### src/hw/rtl/dsc_pkg.sv
// ----------------------------------------------------------------------------
// dsc_pkg: shared types for the two-digit display setpoint controller
// Word formats of the input and result channels, the configuration set and
// the register indexes of the configuration port.
// ----------------------------------------------------------------------------
package dsc_pkg;

  typedef struct packed {
    logic       power_on;
    logic [7:0] temperature;
    logic       enter_setting;
    logic       up_press;
    logic       down_press;
  } in_item_t;

  typedef struct packed {
    logic [1:0] digit_enable;
    logic [6:0] segments;
    logic [7:0] setpoint_now;
    logic       setpoint_changed;
    logic       in_setting;
  } out_item_t;

  typedef struct packed {
    logic [7:0] min_setpoint;
    logic [7:0] max_setpoint;
    logic [7:0] initial_setpoint;
    logic [7:0] blink_ticks;
    logic [3:0] blink_limit;
  } cfg_t;

  typedef enum logic [2:0] {
    CFG_MIN_SP   = 3'd0,
    CFG_MAX_SP   = 3'd1,
    CFG_INIT_SP  = 3'd2,
    CFG_BLINK_TK = 3'd3,
    CFG_BLINK_LM = 3'd4
  } cfg_idx_e;

  localparam logic [7:0] RstMinSetpoint  = 8'd35;
  localparam logic [7:0] RstMaxSetpoint  = 8'd75;
  localparam logic [7:0] RstInitSetpoint = 8'd60;
  localparam logic [7:0] RstBlinkTicks   = 8'd25;
  localparam logic [3:0] RstBlinkLimit   = 4'd5;

endpackage

### src/hw/rtl/two_digit_display_setpoint_ctrl.sv
// ----------------------------------------------------------------------------
// two_digit_display_setpoint_ctrl: multiplexed two-digit display driver
// Drives a two-digit seven-segment display from temperature ticks and runs
// the setpoint adjust mode with its blink timing.
//
//   channel  direction  handshake               payload
//   in       input      in_valid_i / in_stall_o  in_word_i  (in_item_t)
//   out      output     out_valid_o / out_stall_i out_word_o (out_item_t)
//   cfg      input      cfg_we_i                 cfg_idx_i, cfg_wdata_i
//
// Each tick word is held in the input register and its result is loaded
// into the output register when it moves on; one word is taken every
// cycle while the output drains.
// Reset loads the default configuration and the initial setpoint.
// A stall on the output holds the result and, once the input register is
// also full, raises in_stall_o in the same cycle.
// ----------------------------------------------------------------------------
module two_digit_display_setpoint_ctrl
  import dsc_pkg::*;
(
  input  logic      clk_i,
  input  logic      rst_ni,
  input  logic      in_valid_i,
  output logic      in_stall_o,
  input  in_item_t  in_word_i,
  output logic      out_valid_o,
  input  logic      out_stall_i,
  output out_item_t out_word_o,
  input  logic      cfg_we_i,
  input  logic [2:0] cfg_idx_i,
  input  logic [7:0] cfg_wdata_i
);

  in_item_t  in_q;
  logic      in_valid_q;
  out_item_t out_q;
  logic      out_valid_q;
  out_item_t result;
  cfg_t      cfg_q;
  logic      advance;
  logic      in_take;
  logic      sp_load;

  assign advance    = in_valid_q & (~out_valid_q | ~out_stall_i);
  assign in_stall_o = in_valid_q & ~advance;
  assign in_take    = in_valid_i & ~in_stall_o;
  assign sp_load    = cfg_we_i & (cfg_idx_i == CFG_INIT_SP);

  always_ff @(posedge clk_i or negedge rst_ni) begin
    if (!rst_ni) begin
      cfg_q.min_setpoint     <= RstMinSetpoint;
      cfg_q.max_setpoint     <= RstMaxSetpoint;
      cfg_q.initial_setpoint <= RstInitSetpoint;
      cfg_q.blink_ticks      <= RstBlinkTicks;
      cfg_q.blink_limit      <= RstBlinkLimit;
    end else if (cfg_we_i) begin
      unique case (cfg_idx_i)
        CFG_MIN_SP:   cfg_q.min_setpoint     <= cfg_wdata_i;
        CFG_MAX_SP:   cfg_q.max_setpoint     <= cfg_wdata_i;
        CFG_INIT_SP:  cfg_q.initial_setpoint <= cfg_wdata_i;
        CFG_BLINK_TK: cfg_q.blink_ticks      <= cfg_wdata_i;
        CFG_BLINK_LM: cfg_q.blink_limit      <= cfg_wdata_i[3:0];
        default: ;
      endcase
    end
  end

  always_ff @(posedge clk_i or negedge rst_ni) begin
    if (!rst_ni) begin
      in_valid_q  <= 1'b0;
      out_valid_q <= 1'b0;
    end else begin
      if (in_take) begin
        in_valid_q <= 1'b1;
      end else if (advance) begin
        in_valid_q <= 1'b0;
      end
      if (advance) begin
        out_valid_q <= 1'b1;
      end else if (~out_stall_i) begin
        out_valid_q <= 1'b0;
      end
    end
  end

  always_ff @(posedge clk_i) begin
    if (in_take) begin
      in_q <= in_word_i;
    end
    if (advance) begin
      out_q <= result;
    end
  end

  dsc_ctrl u_ctrl (
    .clk_i         (clk_i),
    .rst_ni        (rst_ni),
    .step_i        (advance),
    .item_i        (in_q),
    .cfg_i         (cfg_q),
    .sp_load_i     (sp_load),
    .sp_load_val_i (cfg_wdata_i),
    .result_o      (result)
  );

  assign out_valid_o = out_valid_q;
  assign out_word_o  = out_q;

endmodule

### src/hw/rtl/dsc_seg_decode.sv
// ----------------------------------------------------------------------------
// dsc_seg_decode: digit select and seven-segment decode
// Picks the tens or units digit of an 8-bit value and decodes it to gfedcba;
// digits above nine decode to all segments off.
// ----------------------------------------------------------------------------
module dsc_seg_decode (
  input  logic [7:0] value_i,
  input  logic       tens_i,
  output logic [6:0] seg_o
);

  logic [15:0] prod;
  logic [4:0]  tens;
  logic [7:0]  tens_x10;
  logic [7:0]  units;
  logic [4:0]  digit;

  function automatic logic [6:0] seg_of(input logic [4:0] d);
    logic [6:0] s;
    case (d)
      5'd0:    s = 7'h3F;
      5'd1:    s = 7'h06;
      5'd2:    s = 7'h5B;
      5'd3:    s = 7'h4F;
      5'd4:    s = 7'h66;
      5'd5:    s = 7'h6D;
      5'd6:    s = 7'h7D;
      5'd7:    s = 7'h07;
      5'd8:    s = 7'h7F;
      5'd9:    s = 7'h6F;
      default: s = 7'h00;
    endcase
    return s;
  endfunction

  // Multiply by 205/2048 gives the exact quotient by ten for 8-bit values.
  assign prod     = 16'(value_i) * 16'd205;
  assign tens     = prod[15:11];
  assign tens_x10 = {tens[4:0], 3'b000} + {2'b00, tens[4:0], 1'b0};
  assign units    = value_i - tens_x10;
  assign digit    = tens_i ? tens : units[4:0];
  assign seg_o    = seg_of(digit);

endmodule

### src/hw/rtl/dsc_ctrl.sv
// ----------------------------------------------------------------------------
// dsc_ctrl: mode, setpoint and blink control
// Holds the controller state and works out one tick from the registered input
// word; state and result advance on step_i, but an sp_load_i write wins.
// ----------------------------------------------------------------------------
module dsc_ctrl
  import dsc_pkg::*;
(
  input  logic      clk_i,
  input  logic      rst_ni,
  input  logic      step_i,
  input  in_item_t  item_i,
  input  cfg_t      cfg_i,
  input  logic      sp_load_i,
  input  logic [7:0] sp_load_val_i,
  output out_item_t result_o
);

  localparam logic [1:0] DigitBlank = 2'b00;
  localparam logic [1:0] DigitTens  = 2'b01;
  localparam logic [1:0] DigitUnits = 2'b10;

  logic [7:0] sp_q, sp_d;
  logic       mode_q, mode_d;
  logic       tens_q, tens_d;
  logic       hold_q, hold_d;
  logic       bon_q, bon_d;
  logic [7:0] tc_q, tc_d;
  logic [3:0] bc_q, bc_d;
  logic [6:0] seg_q, seg_d;

  logic       changed;
  logic       show_en;
  logic [7:0] show_val;
  logic [6:0] seg_new;
  logic [8:0] sp_up;

  assign sp_up = {1'b0, sp_q} + 9'd5;

  always_comb begin
    mode_d   = mode_q | item_i.enter_setting;
    hold_d   = hold_q;
    bon_d    = bon_q;
    tc_d     = tc_q;
    bc_d     = bc_q;
    sp_d     = sp_q;
    changed  = 1'b0;
    show_en  = 1'b0;
    show_val = sp_q;
    if (!item_i.power_on) begin
      mode_d = 1'b0;
    end else if (!mode_d) begin
      if ((item_i.temperature == sp_q) || hold_q) begin
        hold_d  = 1'b1;
        show_en = 1'b1;
      end else begin
        show_en  = 1'b1;
        show_val = item_i.temperature;
      end
    end else begin
      hold_d = 1'b0;
      // Any up press, or a down press that moves the setpoint, restarts the blink.
      if (item_i.up_press) begin
        if (sp_q < cfg_i.max_setpoint) begin
          sp_d    = sp_up[8] ? 8'hFF : sp_up[7:0];
          changed = 1'b1;
        end else begin
          sp_d = cfg_i.max_setpoint;
        end
        bon_d = 1'b0;
        tc_d  = '0;
        bc_d  = '0;
      end else if (item_i.down_press && (sp_q > cfg_i.min_setpoint)) begin
        sp_d    = (sp_q >= 8'd5) ? sp_q - 8'd5 : 8'd0;
        changed = 1'b1;
        bon_d   = 1'b0;
        tc_d    = '0;
        bc_d    = '0;
      end
      if (!bon_d) begin
        tc_d = tc_d + 8'd1;
        if (tc_d == cfg_i.blink_ticks) begin
          bon_d = 1'b1;
          tc_d  = '0;
          bc_d  = bc_d + 4'd1;
        end
      end else begin
        if (bc_d == cfg_i.blink_limit) begin
          mode_d = 1'b0;
          bc_d   = '0;
        end
        show_en  = 1'b1;
        show_val = sp_d;
        tc_d     = tc_d + 8'd1;
        if (tc_d == cfg_i.blink_ticks) begin
          bon_d = 1'b0;
          tc_d  = '0;
        end
      end
    end
  end

  dsc_seg_decode u_seg (
    .value_i (show_val),
    .tens_i  (tens_q),
    .seg_o   (seg_new)
  );

  assign seg_d  = show_en ? seg_new : seg_q;
  assign tens_d = show_en ? ~tens_q : tens_q;

  always_comb begin
    result_o.digit_enable     = show_en ? (tens_q ? DigitTens : DigitUnits) : DigitBlank;
    result_o.segments         = seg_d;
    result_o.setpoint_now     = sp_d;
    result_o.setpoint_changed = changed;
    result_o.in_setting       = mode_d;
  end

  always_ff @(posedge clk_i or negedge rst_ni) begin
    if (!rst_ni) begin
      sp_q   <= RstInitSetpoint;
      mode_q <= 1'b0;
      tens_q <= 1'b1;
      hold_q <= 1'b0;
      bon_q  <= 1'b0;
      tc_q   <= '0;
      bc_q   <= '0;
      seg_q  <= '0;
    end else if (sp_load_i) begin
      sp_q <= sp_load_val_i;
    end else if (step_i) begin
      sp_q   <= sp_d;
      mode_q <= mode_d;
      tens_q <= tens_d;
      hold_q <= hold_d;
      bon_q  <= bon_d;
      tc_q   <= tc_d;
      bc_q   <= bc_d;
      seg_q  <= seg_d;
    end
  end

endmodule
### config.mk
export PLATFORM = sky130hd
export DESIGN_NAME = two_digit_display_setpoint_ctrl
export DESIGN_NICKNAME = d
export VERILOG_FILES = /design/src/hw/rtl/dsc_pkg.sv /design/src/hw/rtl/two_digit_display_setpoint_ctrl.sv /design/src/hw/rtl/dsc_seg_decode.sv /design/src/hw/rtl/dsc_ctrl.sv
export SDC_FILE = /design/constraint.sdc
export NUM_CORES = 1
export LEC_CHECK = 0
export ABC_AREA = 0
export BUFFER_PORTS_ARGS = -buffer_cell sky130_fd_sc_hd__clkbuf_2
export CAP_MARGIN = 15
export CORE_UTILIZATION = 60
export CTS_CLUSTER_SIZE = 20
export DETAILED_ROUTE_END_ITERATION = 8
export PLACE_DENSITY = 0.77
export SETUP_SLACK_MARGIN = 0.3
export SLEW_MARGIN = 10
export SYNTH_ARGS = -nofsm -noshare
export SYNTH_HDL_FRONTEND = slang
export SYNTH_SLANG_ARGS = --single-unit
### constraint.sdc
create_clock -name clk_i -period 10.74 [get_ports clk_i]
set_input_delay 1.074 -clock clk_i [delete_from_list [all_inputs] [get_ports clk_i]]
set_output_delay 1.074 -clock clk_i [all_outputs]
set_load 0.05 [all_outputs]
# Word level (Yosys, flattened, before mapping)
# Memories as Yosys holds them, arrays and structs flattened.
# Index checks and enable logic that the tools add are counted.
# word_totals
regBits	92
romBits	112
out_inout_bits	21
word_cells	122
mem_count	1
# op_classes
addsub	6
multipliers	1
magnitude_cmp	3
eq_ne	8
n_mux	52
bitwise_logic	12
reduce_logical	15
# memory_table
memory	words	width	rd	rd_ports_with_merged_regs	write_ports	line	rtl
(no name shown)	16	7	1	0	0	dsc_seg_decode.sv:20	case (d)
# ops
operator	n
2-to-1 mux 8 bit	18
2-to-1 mux 4 bit	7
2-to-1 mux 1 bit	23
== test 8 bit	2
multiplier 8 x 8 -> 16 bit (second input constant)	1
2-to-1 mux 7 bit	2
AND reduction 2 bit	6
adder 8 x 3 -> 9 bit (second input constant)	1
adder 8 x 1 -> 8 bit (second input constant)	1
>= comparator 8 x 3 -> 1 bit (second input constant)	1
greater-than comparator 8 bit	1
< comparator 8 bit	1
AND reduction 4 bit	2
subtractor 8 x 3 -> 8 bit (second input constant)	1
== test 3 x 2 -> 1 bit (second input constant)	2
NOT 1 bit	6
nonzero test 2 bit	3
adder 5 bit	1
2-to-1 mux 5 bit	1
subtractor 5 bit	1
adder 4 x 1 -> 4 bit (second input constant)	1
bitwise AND 1 bit	4
== test 4 bit	1
== test 3 x 1 -> 1 bit (second input constant)	1
other kinds (8)	9

# Depth between registers and ports, before layout
# An unclocked memory read counts as a cell.
# logic_depth
depth_word	16
mapped_depth	39
depth_no_buf	36

# By module
# Synthesis repeated with hierarchy kept, for this count alone.
# unflattened
hier_cells	779
hier_area_um2	7728.7
# modules_own_cells
module	n_inst	cells_per_inst	area_per_inst_um2
dsc_ctrl	1	457	3552.2
two_digit_display_setpoint_ctrl	1	118	2418.6
dsc_seg_decode	1	204	1757.9

# Worst setup path after synthesis
# OpenSTA, ideal clock, no wires.
# synth_timing
path_type	register to register
start	reg cfg_q[33] in the netlist's numbering
end	reg u_ctrl.seg_q[5]
setup_time_ps	103
arrival_ps	8353
slack_ps	2283
path_stages_with_launch	37
path_buffers	2
period_less_slack_ps	8457
path_cell_list	dfstp_2 -> inv_1 -> ha_1 -> a211o_1 -> a21oi_2 -> nand3_1 -> nand2_1 -> clkbuf_1 -> nand2_1 -> a21boi_1 -> nor2_1 -> a21oi_1 -> ha_1 -> fa_1 -> fa_1 -> inv_1 -> fa_1 -> inv_1 -> ha_1 -> and3_1 -> nand3_1 -> nor3_1 -> mux2_2 -> o2111ai_1 -> o221a_2 -> and2_1 -> fa_1 -> inv_1 -> ha_1 -> a21oi_1 -> xor2_1 -> xnor2_1 -> nand3_1 -> a2111oi_4 -> nor3b_2 -> buf_6 -> o41ai_2
# synth_via
elab_chain_len	16
word_cells_on_any_way	21
classes_between	2 x add/sub; 1 x mul; 1 x order compare; 15 x mux; 1 x reduce/logical; 1 x memory
# synth_lines
element	line	rtl
start: declaration	two_digit_display_setpoint_ctrl.sv:39	cfg_t cfg_q;
greater-than comparator 8 bit *	dsc_ctrl.sv:73	end else if (item_i.down_press && (sp_q > cfg_i.min_setpoint)) begin
logical AND 1 bit *	dsc_ctrl.sv:73	
2-to-1 mux 1 bit	dsc_ctrl.sv:73	
2-to-1 mux 1 bit	dsc_ctrl.sv:63	if (item_i.up_press) begin
2-to-1 mux 1 bit	dsc_ctrl.sv:52	end else if (!mode_d) begin
2-to-1 mux 1 bit	dsc_ctrl.sv:50	if (!item_i.power_on) begin
2-to-1 mux 8 bit	dsc_ctrl.sv:80	if (!bon_d) begin
2-to-1 mux 8 bit	dsc_ctrl.sv:52	
2-to-1 mux 8 bit	dsc_ctrl.sv:50	
multiplier 8 x 8 -> 16 bit	dsc_seg_decode.sv:37	assign prod = 16'(value_i) * 16'd205;
adder 5 bit	dsc_seg_decode.sv:39	assign tens_x10 = {tens[4:0], 3'b000} + {2'b00, tens[4:0], 1'b0};
subtractor 5 bit	dsc_seg_decode.sv:40	assign units = value_i - tens_x10;
2-to-1 mux 5 bit	dsc_seg_decode.sv:41	assign digit = tens_i ? tens : units[4:0];
memory (16 x 7 bit)	-	
2-to-1 mux 7 bit	dsc_seg_decode.sv:20	
2-to-1 mux 7 bit *	dsc_ctrl.sv:109	assign seg_d = show_en ? seg_new : seg_q;
end signal: assignment	dsc_ctrl.sv:140	seg_q <= seg_d;
end: declaration	dsc_ctrl.sv:30	logic [6:0] seg_q, seg_d;
# Every way passes the cells marked *; elsewhere a longest branch is shown, timed or not. The select of a mux whose other input is x is not followed.
# A chain may end at the register's enable or synchronous reset.

==> qor.txt <==
Status: complete, but fails checks
Failing checks: DRC
Clock period minus worst slack: 9.68 ns
RSZ-0062 raised after global routing: no
CTS tree: built
Final period utilization: 90.1%
Top delay family on crit path: adder cells
Core area: 0.0116 sq mm
Avg WL per Cell: 18.7 microns
Starting DRT DRC Count: 554
Final hold violations: 0
Area contributors post-synth: dfrtp_1 15%, edfxtp_1 13%, ha_1 12%
Hold Crit Class: flip-flop to flip-flop
Die ar.: 0.0125 sq mm
Final wirelength: 17.7 mm
Clk slew on worst S/H paths: 0.07 ns
Initial Util: 62.4%
Final #Nets: 907
Max-slew violation count: 0
Synth cell types: 86
Avg Inst Size Synth: 9.40 sq um
Vias in the first global route: 5,952
Chip Width: 112 microns
Top FF cell, synth: dfrtp_1
Syn Inst Count: 771
Antenna Nets Post-Route: 0
Yosys top cell by area: dfrtp_1
Cell with the most instances after synthesis: nand2_1
DRT Pass-1 Iters: 7
Port bufs: 48
Die H: 112 microns
Slew headroom: 40.1%
Initial antenna violation count: 0
Fmax: 103 MHz
EDFF count, synth: 31
RD Place Congestion: 0.924
Setup TNS: 0 ns
Mapped Nets: 881
Synth Cell Area: 0.00725 sq mm
# rows: 39
First-pass GRT wire length: 29.6 mm
Slowest stage cell, crit path: dfrtp_1
Antenna cells: 0
Final setup fails: 0
TritonCTS Sinks: 92
Vias: 5,995
Synth top cells by count: 99 x nand2_1, 70 x ha_1, 57 x inv_1, 52 x o21ai_0, 45 x nor2_1
CP endpoint kind: flip-flop
Ports: 49
CP Class: flip-flop to flip-flop
FF+latch count, synth: 92
Critical path launch point type: flip-flop
Via density: 6.34
Worst-Skew Late Latency: 0.35 ns
Share of cells above drive strength 1: 16.2%
Seq/Total Area, Yosys: 34.2%
DP Wirelength: 13.2 mm
Worst Path Required: 10.81 ns
GRT Residual Overflow: 0
Worst Hold Slack: 0.478 ns
Ys Warns: 0
CTS H-tree depth: 3
Clk buf depth: 2
Asr flop ratio synth: 66.3%
CP max stage delay: 0.67 ns
Clock skew: 0.00966 ns
Least-Margin Pin Slew: 0.895 ns
Pin count of the biggest net entering global routing: 62
Root Driver: clkbuf_16
CTS Buf Count: 9
Critical-path maximum fanout: 14
DRC: 2
Max cap viols: 0
Worst Path Arrival: 9.74 ns
Synth-to-layout area growth: 8.67%
Worst Path Buf+Inv: 3
Gr usage total: 30.0%
Filler instances: 910
Setup Fix Bufs, Post-CTS: 0
Synth top area share: 15.2%
==> flip-flops by register name (all words and copies together) (netlist names) <==
signal,flops
out_valid_o,1
in_q,12
in_valid_q,1
cfg_q,28
u_ctrl.tc_q,8
u_ctrl.mode_q,1
u_ctrl.bc_q,4
u_ctrl.tens_q,1
u_ctrl.sp_q,8
out_word_o,19
u_ctrl.bon_q,1
u_ctrl.hold_q,1
u_ctrl.seg_q,7
==> area by class of cell <==
class                           count  area [sq um]  share of cell area (%)
Clock buffer                       12           278                    3.53
Clock inverter                      4          50.0                   0.636
Inverter                           57           214                    2.72
Multi-Input combinational cell    584          4400                    55.8
Sequential cell                    92          2480                    31.5
Tap cell                          143           179                    2.27
Timing Repair Buffer               53           278                    3.53
==> path summary, 6_finish.rpt <==
check | end | slack (ns) | cells after the start | from
setup / recovery | out_word_o[16] | 1.06 | 35 | u_ctrl.sp_q[7]
hold / removal | u_ctrl.mode_q | 0.48 | 2 | u_ctrl.mode_q
setup reg to reg | out_word_o[16] | 1.06 | 35 | u_ctrl.sp_q[7]
hold reg to reg | u_ctrl.mode_q | 0.48 | 2 | u_ctrl.mode_q
max in group asynchronous | cfg_q[25] | 9.30 | 2 | rst_ni
min in group asynchronous | u_ctrl.seg_q[0] | 0.89 | 2 | rst_ni
==> worst register-to-register path: cells and delay by family, from the launching register on <==
kind            cells  cell delay, ns
compound gates     10            2.05
xor+xnor            2            0.34
fa+ha+maj           8            3.34
buf+inv             3            0.14
flops               1            0.67
mux                 1            0.24
simple gates       11            2.60
==> metal layers <==
metal  vias to the layer above  global-route usage, %  wire length, microns
li1                       2832                      -                     -
met1                      2892                   40.9                  7900
met2                       231                   48.0                  8210
met3                        40                   4.52                  1080
met4                         0                   12.4                   507
met5                         -                      0                     0
==> timing repair <==
| action | in CTS | in global routing |
|---|---|---|
| gates resized for setup | 0 | 2 |
| hold buffers | 0 | 0 |
| endpoints found under the setup margin | 0 | 14 |
==> through the flow <==
stage          util [%]  instance area [sq um]  std cells  setup WS (ns)
5_1_grt            67.8                   7870        945          0.444
2_1_floorplan         -                   7250        771           2.28
3_3_place_gp       64.9                   7540        929           1.22
4_1_cts            67.7                   7860        945          0.697
3_5_place_dp       64.9                   7540        929          0.684
6_report           67.8                   7870        945           1.06
==> layout by cell type (no fill, tap or decap), drive strengths merged, types with 6 or more instances in the layout <==
| cell | count |
|---|---|
| a211oi | 8 |
| mux2i | 20 |
| nor3b | 6 |
| dfstp | 17 |
| clkbuf | 60 |
| o211ai | 6 |
| nor3 | 11 |
| mux2 | 20 |
| a21o | 8 |
| o31ai | 12 |
| o21ai | 53 |
| a21oi | 24 |
| nor2 | 46 |
| nand2b | 7 |
| xnor2 | 25 |
| fa | 12 |
| dfrtp | 44 |
| and3 | 13 |
| inv | 59 |
| edfxtp | 31 |
| and2 | 8 |
| nand2 | 99 |
| nand3 | 18 |
| a31oi | 9 |
| xor2 | 10 |
| o21a | 11 |
| nand4 | 12 |
| ha | 70 |
==> cell families after synthesis <==
| group | count (synthesis) | share of synthesized area [%] |
|---|---|---|
| xor+xnor | 36 | 4.54 |
| fa+ha+maj | 82 | 15.4 |
| buf+inv | 95 | 5.25 |
| mux | 40 | 5.87 |
| simple gates | 242 | 16.4 |
| compound gates | 184 | 18.3 |
| flops | 92 | 34.2 |
Power is not shown: default switching activity piles up to over one toggle a cycle in this logic, so the estimate is an artifact.
